File: src/sv/mwuf_pkg.sv
// Shared types, codes and microcode table for the maze wall union-find block.
package mwuf_pkg;

  // Fixed field widths
  localparam int unsigned COORD_W   = 5;
  localparam int unsigned DIM_W     = 6;
  localparam int unsigned OUTC_W    = 2;
  localparam int unsigned CFG_IDX_W = 2;
  localparam int unsigned STEP_W    = 3;
  localparam int unsigned COND_W    = 3;
  // Enough for x * height + y at 6-bit operands
  localparam int unsigned PROD_W    = 13;

  // Register indexes
  localparam logic [CFG_IDX_W-1:0] REG_GRID_WIDTH  = 2'd0;
  localparam logic [CFG_IDX_W-1:0] REG_GRID_HEIGHT = 2'd1;

  // Outcome codes
  localparam logic [OUTC_W-1:0] OUT_REMOVED = 2'd0;
  localparam logic [OUTC_W-1:0] OUT_KEPT    = 2'd1;
  localparam logic [OUTC_W-1:0] OUT_BORDER  = 2'd2;

  // Microprogram step addresses
  localparam logic [STEP_W-1:0] STEP_CLEAR  = 3'd0;
  localparam logic [STEP_W-1:0] STEP_IDLE   = 3'd1;
  localparam logic [STEP_W-1:0] STEP_CHECK  = 3'd2;
  localparam logic [STEP_W-1:0] STEP_WALK_A = 3'd3;
  localparam logic [STEP_W-1:0] STEP_WALK_B = 3'd4;
  localparam logic [STEP_W-1:0] STEP_EMIT   = 3'd5;

  // Jump condition codes
  localparam logic [COND_W-1:0] COND_NONE     = 3'd0;
  localparam logic [COND_W-1:0] COND_NO_BEAT  = 3'd1;
  localparam logic [COND_W-1:0] COND_BORDER   = 3'd2;
  localparam logic [COND_W-1:0] COND_LINK     = 3'd3;
  localparam logic [COND_W-1:0] COND_BUSY     = 3'd4;
  localparam logic [COND_W-1:0] COND_CLR_MORE = 3'd5;

  // Datapath controls, one bit per micro-operation
  typedef struct packed {
    logic clr;      // write one entry of the clearing pass
    logic take_in;  // open the input channel
    logic start_a;  // latch cell indexes, start walk at first cell
    logic walk;     // follow the parent link just read
    logic fin_a;    // at a root: keep it, start walk at second cell
    logic fin_b;    // at a root: merge or keep
    logic emit;     // load the result register
  } ctrl_t;

  // Status flags seen by the sequencer
  typedef struct packed {
    logic no_beat;
    logic border;
    logic link;
    logic busy;
    logic clr_more;
  } flags_t;

  // One control word
  typedef struct packed {
    logic [COND_W-1:0] cond;
    logic [STEP_W-1:0] tgt;
    logic [STEP_W-1:0] nxt;
    ctrl_t             ctrl;
  } uword_t;

  // Microprogram ROM: branch to tgt when cond holds, else go to nxt
  function automatic uword_t ucode_rom(input logic [STEP_W-1:0] step);
    uword_t w;
    w      = '0;
    w.cond = COND_NONE;
    w.tgt  = STEP_IDLE;
    w.nxt  = STEP_IDLE;
    unique case (step)
      STEP_CLEAR: begin
        w.ctrl.clr = 1'b1;
        w.cond     = COND_CLR_MORE;
        w.tgt      = STEP_CLEAR;
        w.nxt      = STEP_IDLE;
      end
      STEP_IDLE: begin
        w.ctrl.take_in = 1'b1;
        w.cond         = COND_NO_BEAT;
        w.tgt          = STEP_IDLE;
        w.nxt          = STEP_CHECK;
      end
      STEP_CHECK: begin
        w.ctrl.start_a = 1'b1;
        w.cond         = COND_BORDER;
        w.tgt          = STEP_EMIT;
        w.nxt          = STEP_WALK_A;
      end
      STEP_WALK_A: begin
        w.ctrl.walk  = 1'b1;
        w.ctrl.fin_a = 1'b1;
        w.cond       = COND_LINK;
        w.tgt        = STEP_WALK_A;
        w.nxt        = STEP_WALK_B;
      end
      STEP_WALK_B: begin
        w.ctrl.walk  = 1'b1;
        w.ctrl.fin_b = 1'b1;
        w.cond       = COND_LINK;
        w.tgt        = STEP_WALK_B;
        w.nxt        = STEP_EMIT;
      end
      STEP_EMIT: begin
        w.ctrl.emit = 1'b1;
        w.cond      = COND_BUSY;
        w.tgt       = STEP_EMIT;
        w.nxt       = STEP_IDLE;
      end
      default: begin
        w.nxt = STEP_IDLE;
      end
    endcase
    return w;
  endfunction

  // Register write clamp: zero reads as one, above the limit as the limit
  function automatic logic [DIM_W-1:0] clamp_dim(input logic [DIM_W-1:0] v,
                                                 input int unsigned hi);
    logic [DIM_W-1:0] r;
    r = v;
    if (v == '0) begin
      r = DIM_W'(1);
    end else if (int'(v) > int'(hi)) begin
      r = DIM_W'(hi);
    end
    return r;
  endfunction

endpackage

File: src/sv/mwuf_seq.sv
// Microcode sequencer: step counter, control ROM and conditional jumps.
module mwuf_seq
  import mwuf_pkg::*;
(
  input  logic   clk_i,
  input  logic   rst_ni,
  input  flags_t flags_i,
  output ctrl_t  ctrl_o
);

  logic [STEP_W-1:0] pc_q, pc_d;
  uword_t            uw;
  logic              jump;

  assign uw     = ucode_rom(pc_q);
  assign ctrl_o = uw.ctrl;

  // Branch condition select
  always_comb begin
    unique case (uw.cond)
      COND_NONE:     jump = 1'b0;
      COND_NO_BEAT:  jump = flags_i.no_beat;
      COND_BORDER:   jump = flags_i.border;
      COND_LINK:     jump = flags_i.link;
      COND_BUSY:     jump = flags_i.busy;
      COND_CLR_MORE: jump = flags_i.clr_more;
      default:       jump = 1'b0;
    endcase
  end

  assign pc_d = jump ? uw.tgt : uw.nxt;

  // Step counter; reset starts the clearing pass
  always_ff @(posedge clk_i or negedge rst_ni) begin
    if (!rst_ni) begin
      pc_q <= STEP_CLEAR;
    end else begin
      pc_q <= pc_d;
    end
  end

endmodule

File: config.mk
export PLATFORM = sky130hd
export DESIGN_NAME = mwuf_seq
export DESIGN_NICKNAME = d
export VERILOG_FILES = /design/src/sv/mwuf_pkg.sv /design/src/sv/mwuf_seq.sv
export SDC_FILE = /design/constraint.sdc
export NUM_CORES = 1
export LEC_CHECK = 0
export ABC_AREA = 1
export BUFFER_PORTS_ARGS = -buffer_cell sky130_fd_sc_hd__buf_2
export CORE_AREA = 2 2 39 41
export DETAILED_ROUTE_END_ITERATION = 8
export DIE_AREA = 0 0 41 43
export HOLD_SLACK_MARGIN = 0.02
export PLACE_DENSITY = 0.49
export SYNTH_ARGS = -nofsm -noshare
export SYNTH_HDL_FRONTEND = slang
export SYNTH_SLANG_ARGS = --single-unit
File: constraint.sdc
create_clock -name clk_i -period 2.45 [get_ports clk_i]
set_input_delay 0.1225 -clock clk_i [delete_from_list [all_inputs] [get_ports clk_i]]
set_output_delay 0.1225 -clock clk_i [all_outputs]
set_load 0.03 [all_outputs]
== Word-level counts from Yosys, hierarchy flattened ==
Index checks and enable logic that the tools add are counted.
Cells by class
  multiply operators: 0
  bitwise gates (word level): 0
  shifts and indexed selects: 0
  magnitude comparators: 0
  add/sub/neg operators: 0
  divide/modulo/power cells: 0
  equal/unequal tests: 10
  mux-type cells: 11
  reductions and logical operators: 2
Operator list (count)
  one-hot mux 6 bit (6 select lines): 1
  equality test 3 x 2 -> 1 bit, second input constant: 4
  equality test 3 bit, second input constant: 4
  one-hot mux 3 bit (4 select lines): 1
  two-way mux 1 bit: 7
  equality test 3 x 1 -> 1 bit, second input constant: 2
  one-hot mux 1 bit (5 select lines): 1
  zero test 3 bit: 1
  two-way mux 3 bit: 1
  OR reduction 2 bit: 1
Storage, ports and cells
  bits in writable memories: 0
  memories kept: 0
  ROM bits: 0
  flip-flop bits (word level): 3
  output and inout bits: 7
  bits in latches: 0

== Logic depth before layout (Yosys ltp) ==
Gate-level depths: netlist of run 1.
  word-level depth: 5
  depth in mapped cells: 8

== Worst setup path after synthesis of run 1 ==
OpenSTA, ideal clock, no wires.
  kind: register to output
  start point: register pc_q[2]
  end point: output port ctrl_o[0] (netlist bit)
  cell stages (with the launch flop): 3
  data arrival time: 1.202 ns
  setup slack: 1.126 ns
  path buffers: 0
  cells stage by stage: dfrtp_1 -> inv_2 -> nor3_1
RTL lines
  start: declaration: line mwuf_seq.sv:11  | logic [STEP_W-1:0] pc_q, pc_d;
  start signal: assignment: line mwuf_seq.sv:38  | pc_q <= pc_d;
  end: declaration: line mwuf_seq.sv:8  | output ctrl_t ctrl_o

==> results of run 1 <==
## kinds of logic after synthesis
kind of cell | after synthesis
AOI/OAI and AO/OA | 1
buffers and inverters | 9
DFF | 3
and+or+nand+nor | 28
## stage by stage
stage               instance area (sq um)  util, %  hold WS [ps]  worst slack [ps]
finish                                399     28.8           210              1020
global route                          399     28.8           215               946
CTS                                   399     28.8           208              1000
detailed placement                    363     26.2         -80.1              1240
global placement                      363     26.2         -79.8              1240
floorplan                             278        -          -173              1130
## path summary, 6_finish.rpt
check	end	startpoint	depth (start not counted)	slack [ps]
max in group asynchronous	pc_q[1]	rst_ni	2	2130
setup / recovery	ctrl_o[3]	pc_q[1]	4	1020
min in group clk_i	pc_q[2]	flags_i[2]	4	220
hold / removal	pc_q[2]	rst_ni	2	210
hold reg to reg	pc_q[2]	pc_q[0]	3	670
setup reg to reg	pc_q[1]	pc_q[1]	7	1240
## layout make-up
type                       count  area share (%)
sequential                     3            18.8
clock buffer                   4            6.58
tap                           16            5.02
inverter                       9            8.46
multi-input combinational     29            42.3
timing repair buffer          14            18.8
## cells in the mapped netlist
cell type and number:
nand2_1 10, inv_1 6, nand3_1 5, dfrtp_1 3, inv_2 3, nand2_2 3, nand2_4 2, nand4_1 2
nor2_4 2, nand3_2 1, nor2_1 1, nor2_2 1, nor3_1 1, o21ai_0 1
## worst max-delay path: stages, from the launching register on
cell	delay (ps)
dfrtp_1	450
nor2_2	180
nand2_1	140
nand2_4	120
buf_2	200
## layer usage
metal	global-route usage, %	vias up	share of wire [%]
met5	0	-	0
met4	12.0	0	1.9
met3	1.57	2	7.4
met2	15.3	11	49
met1	7.74	133	41
li1	-	163	-
## report_power, final
part | internal [W] | leakage [nW] | total (W) | switching (W)
registers | 0.0000734 | 0.0374 | 0.000108 | 0.0000349
logic | 0.000124 | 0.204 | 0.000407 | 0.000283
clock network | 0.0000611 | 0.0150 | 0.0000882 | 0.0000271
## cell usage in the layout, fill, tap and decap left out, drive strengths merged
cell type / count
nor2: 4
nor3: 1
o21ai: 1
buf: 13
clkbuf: 4
inv: 9
nand3: 6
dfrtp: 3
dlygate4sd3: 1
nand2: 15
nand4: 2
==> reports/metrics.csv, run 1 <==
stage;metric;value;unit
cts;cell chosen for the clock root;clkbuf_4;
status;run status;complete, no violations;
drt;via count;309;
layout;area occupied by multi-input gates;169;sq um
timing;final slew viol count;0;
setup_path;Crit Path Class;flop to output port;
floorplan;FP Rows;14;
logic_synthesis;mux cell area share after synthesis;0;%
power;total power per unit cell area;1510;mW/mm^2
placed_design;Detail Placement HPWL;573;um
logic_synthesis;synthesized-area fraction occupied by and/or/nand/nor cells;59.0;%
layout;Area growth, synth to finish;43.7;%
layout;registers with the most flip-flops;pc_q x3;
timing;count of endpoints failing hold in the final timing report;0;
placed_design;quantity of I/O buffers inserted on ports;13;
grt;grt total ovfl;0;
cts;maximum root-to-sink buffer count;2;
layout;Seq. cell area;75.1;sq um
logic_synthesis;xor and xnor fraction of the mapped netlist area;0;%
logic_synthesis;Synthesis Warnings;0;
logic_synthesis;combinational family with the most area after synthesis;simple AND/OR/NAND/NOR gates;
setup_path;Max FO, Critical Path;6;
layout;number of flip-flops under the largest register name;3;
floorplan;area of the core;0.00138;sq mm
drt;post-DR wirelength/cell;9.21;um
drt;remaining antenna violation count;0;
logic_synthesis;cell taking the most area after synthesis;dfrtp_1;
job;Max Cap Viol;0;
floorplan;chip height;43;um
layout;Final Net Count;67;
logic_synthesis;Syn Area/Cell;6.77;sq um
logic_synthesis;distinct cell type count of the synthesized netlist;14;
logic_synthesis;synthesized netlist net count;48;
cts;number of hold-repair buffers added at the cts stage;1;
setup_path;data required time of the critical path;2330;ps
layout;final std cells w/o fill;75;
cts;cts bufs inserted;3;
logic_synthesis;post-synthesis share of cell area spent on full adders, half adders and majority gates;0;%
layout;proportion of layout cells with a drive suffix above 1;47.5;%
cts;CTS tree;yes;
timing;worst slew pin tran;248;ps
grt;GR Util All Layers;9.45;%
timing;total setup violations reported at the end of the flow;0;
drt;ratio of routed vias to standard cells;4.12;
timing;worst setup skew after layout;6.18;ps
timing;final worst path period share;58.4;%
logic_synthesis;portion of synthesized cell area occupied by the leading cell type;27.0;%
floorplan;Initial Utilization;20.1;%
layout;Biggest register;pc_q;
power;VDD IR-drop max;0.335;mV
drt;DRC Markers;0;
setup_path;Worst Setup End Kind;output port;
timing;Min Clock Period, post-route;1430;ps
cts;Clock Latency Late Sink;240;ps
hold_path;worst hold path type;input port to asynchronous set/reset pin;
cts;number of clock sinks;3;
layout;filler instances;153;
timing;setup TNS after final layout;0;ps
grt;global-route wire length before repair;1040;um
floorplan;number of top-level pins;14;
cts;# Post-CTS Setup Buffers;0;
logic_synthesis;area fraction in compound gates after synthesis;1.80;%
drt;count of TritonRoute iterations in the first routing pass;2;
drt;DRC marker count from the first detailed-route iteration;6;
grt;maximum number of pins on one net before global-route repair;7;
floorplan;die area;0.00176;sq mm
logic_synthesis;register bit count reported by yosys;3;
logic_synthesis;Post-Syn Instances;41;
timing;setup repair after global routing missed its margin;no;
cts;CTS HTree Levels;1;
cts;clock-pin slew on the worst setup and hold paths;40;ps
layout;diode insertion count for antenna repair;0;
logic_synthesis;sequential cell area fraction in the yosys report;27.0;%
placed_design;routability-driven placement congestion ratio;0.655;
floorplan;die width;41;um
power;leakage dissipation;0.256;nW
setup_path;Data arrival, critical path;1310;ps
logic_synthesis;cell area after synthesis;278;sq um
placed_design;Cell Count Post-Placement;70;
cts;cts repair resizes;0;
timing;Slew headroom;83.5;%
grt;via count of the first global-routing pass;294;
logic_synthesis;top area cells in the synthesized netlist;dfrtp_1, nand2_1, nand3_1, inv_1, nand2_4;
timing;Fmax;698;MHz
setup_path;startpoint kind of the worst setup timing path;flop;
drt;wire length reported by the detailed router;691;um
power;Total Power;0.000604;W
grt;initial antenna violation count;0;
No activity file was read; power rests on OpenSTA's default activity.
==> run 2: changes to the inputs <==
Clock period 2.45 ns to 1.35 ns, I/O delays scaled along.
==> run 2 against run 1 <==
- core utilization is 0.72 points higher
- hold slack worse by 47 ps
- power is 86% higher
- first-iteration DRC count is 83% higher
- clock power is 72% higher
- worst setup slack worse by 950 ps
- sequential power is 98% higher
- critical path type unchanged
- highest routed layer is now met3
==> reports/metrics.csv, run 2 (same netlist as run 1, synthesis figures left out) <==
stage;metric;value;unit;change
setup_path;Max FO, Critical Path;6;;unchanged
timing;count of endpoints failing hold in the final timing report;0;;unchanged
placed_design;DP Area;363;sq um;unchanged
cts;number of clock sinks;3;;unchanged
setup_path;peak per-stage delay on the critical path;460;ps;was 450 ps
power;leakage dissipation;0.255;nW;was 0.256 nW
floorplan;Initial Utilization;20.1;%;unchanged
setup_path;Crit Path Class;flop to output port;;unchanged
layout;registers with the most flip-flops;pc_q x3;;unchanged
drt;count of TritonRoute iterations in the first routing pass;4;;was 2
timing;Slew headroom;85.0;%;was 83.5%
cts;CTS tree;yes;;unchanged
placed_design;worst slack, placed;163;ps;was 1240 ps
layout;Biggest register;pc_q;;unchanged
setup_path;startpoint kind of the worst setup timing path;flop;;unchanged
drt;wire length reported by the detailed router;704;um;was 691 um
setup_path;Data arrival, critical path;1210;ps;was 1310 ps
layout;proportion of layout cells with a drive suffix above 1;50.8;%;was 47.5%
layout;number of flip-flops under the largest register name;3;;unchanged
drt;DRC Markers;0;;unchanged
setup_path;cell family with most CP delay;flip-flops;;unchanged
hold_path;worst hold path type;input port to asynchronous set/reset pin;;unchanged
cts;Clock Latency Late Sink;230;ps;was 240 ps
timing;setup repair after global routing missed its margin;no;;unchanged
cts;maximum root-to-sink buffer count;2;;unchanged
placed_design;Detail Placement HPWL;586;um;was 573 um
power;total power per unit cell area;2750;mW/mm^2;was 1510 mW/mm^2
layout;most frequent standard cell in the layout excluding fill and tap cells;buf_2;;unchanged
drt;DRC marker count from the first detailed-route iteration;11;;was 6
power;VDD IR-drop max;0.643;mV;was 0.335 mV
drt;remaining antenna violation count;0;;unchanged
floorplan;FP Rows;14;;unchanged
cts;clock-pin slew on the worst setup and hold paths;40;ps;about the same
setup_path;R2R Path Start;pc_q[0];;was pc_q[1]
floorplan;number of top-level pins;14;;unchanged
timing;crit path setup slack, layout;69.8;ps;was 1020 ps
cts;cts bufs inserted;3;;unchanged
cts;CTS HTree Levels;1;;unchanged
timing;setup TNS after final layout;0;ps;unchanged
layout;diode insertion count for antenna repair;0;;unchanged
grt;global-route wire length before repair;1060;um;was 1040 um
timing;final worst path period share;94.8;%;
drt;ratio of routed vias to standard cells;3.97;;was 4.12
layout;Area growth, synth to finish;47.3;%;was 43.7%
floorplan;die area;0.00176;sq mm;unchanged
cts;cell chosen for the clock root;clkbuf_4;;unchanged
timing;worst slew pin tran;225;ps;was 248 ps
timing;worst setup skew after layout;5.29;ps;was 6.18 ps
cts;# Post-CTS Setup Buffers;0;;unchanged
status;run status;complete, no violations;;unchanged
setup_path;critical path launch point;pc_q[1];;unchanged
layout;Seq. cell area;77.6;sq um;was 75.1 sq um
timing;final slew viol count;0;;unchanged
timing;Min Clock Period, post-route;1280;ps;
grt;GR Util All Layers;9.14;%;was 9.45%
grt;via count of the first global-routing pass;284;;was 294
grt;maximum number of pins on one net before global-route repair;7;;unchanged
layout;area occupied by multi-input gates;174;sq um;was 169 sq um
placed_design;quantity of I/O buffers inserted on ports;13;;unchanged
timing;minimum hold slack;163;ps;was 210 ps
setup_path;slowest library cell on the worst path;dfrtp_2;;was dfrtp_1
layout;filler instances;156;;was 153
setup_path;cells along the critical path;nor2_4 -> nand2_1 -> nand2_4 -> clkbuf_4;;was nor2_2 -> nand2_1 -> nand2_4 -> buf_2
floorplan;die width;41;um;unchanged
layout;commonest cells after routing, fill and taps aside;buf_2, nand2_1, inv_1;;unchanged
grt;grt total ovfl;0;;unchanged
layout;Final Net Count;67;;unchanged
timing;total setup violations reported at the end of the flow;0;;unchanged
placed_design;routability-driven placement congestion ratio;0.706;;was 0.655
setup_path;data required time of the critical path;1280;ps;was 2330 ps
setup_path;Worst Setup End Kind;output port;;unchanged
drt;via count;298;;was 309
drt;post-DR wirelength/cell;9.39;um;was 9.21 um
floorplan;area of the core;0.00138;sq mm;unchanged
grt;initial antenna violation count;0;;unchanged
job;Max Cap Viol;0;;unchanged
layout;Finished Cell Area;409;sq um;was 399 sq um
floorplan;chip height;43;um;unchanged
setup_path;buffers and inverters on the worst path;1;;unchanged
timing;Fmax;781;MHz;
[run 2: cell count changes in the layout (fill, tap and decap cells not counted)]
cell      previous run  this run
dfrtp_1              3         1
buf_2               13        12
nor2_4               2         3
dfrtp_2              0         2
nor2_2               1         0
clkbuf_4             3         4
[run 2: area by class of cell]
class	instances	share of cell area [%]
Timing Repair Buffer	14	19.0
Clock buffer	4	6.42
Inverter	9	8.26
Sequential cell	3	19.0
Tap cell	16	4.89
Multi-Input combinational cell	29	42.5
[run 2: report_power, final]
group	internal, W	leakage [nW]	switching [W]	total (W)
Combinational	0.000240	0.205	0.000520	0.000760
Clock	0.000110	0.0150	0.0000419	0.000152
Sequential	0.000139	0.0352	0.0000748	0.000214
Total	0.000489	0.255	0.000637	0.00113
[run 2: repair_timing]
action                                 CTS  global route
cloned                                   0             0
hold buffers                             1             0
endpoints found under the hold margin    3             0
gates resized for setup                  1             3
setup endpoints to repair                1             1
[run 2: per-stage QoR]
step	cells	total power [W]	util, %
4_1_cts	75	0.00112	28.9
6_report	75	0.00113	29.6
2_1_floorplan	41	0.000765	-
5_1_grt	75	0.00123	29.6
3_3_place_gp	70	0.000946	26.2
3_5_place_dp	70	0.000949	26.2
[run 2: worst register-to-register path, stage by stage, from the launching register on]
cell     delay, ps
dfrtp_2        430
inv_2          120
nor2_4          50
nand3_1         70
nand2_1         80
nor2_4         130
nand2_2         80
nand2_1         60
nand2_1         60
[run 2: path summary, 6_finish.rpt]
kind	slack [ps]	end	depth (start not counted)
max	70	ctrl_o[3]	4
min	160	pc_q[0]	2
max reg2reg	140	pc_q[1]	8
min reg2reg	660	pc_q[0]	4
max in group asynchronous	1060	pc_q[1]	2
min in group clk_i	170	pc_q[0]	4
[run 2: per-layer routing]
metal / share of wire, % / routed length, um / vias up / track usage, %
met5: 0 / 0 / - / 0
met4: 0 / 0 / 0 / 6.00
met3: 6.8 / 48 / 0 / 1.57
met2: 51 / 356 / 9 / 14.7
met1: 42 / 299 / 124 / 10.3
li1: - / - / 165 / -
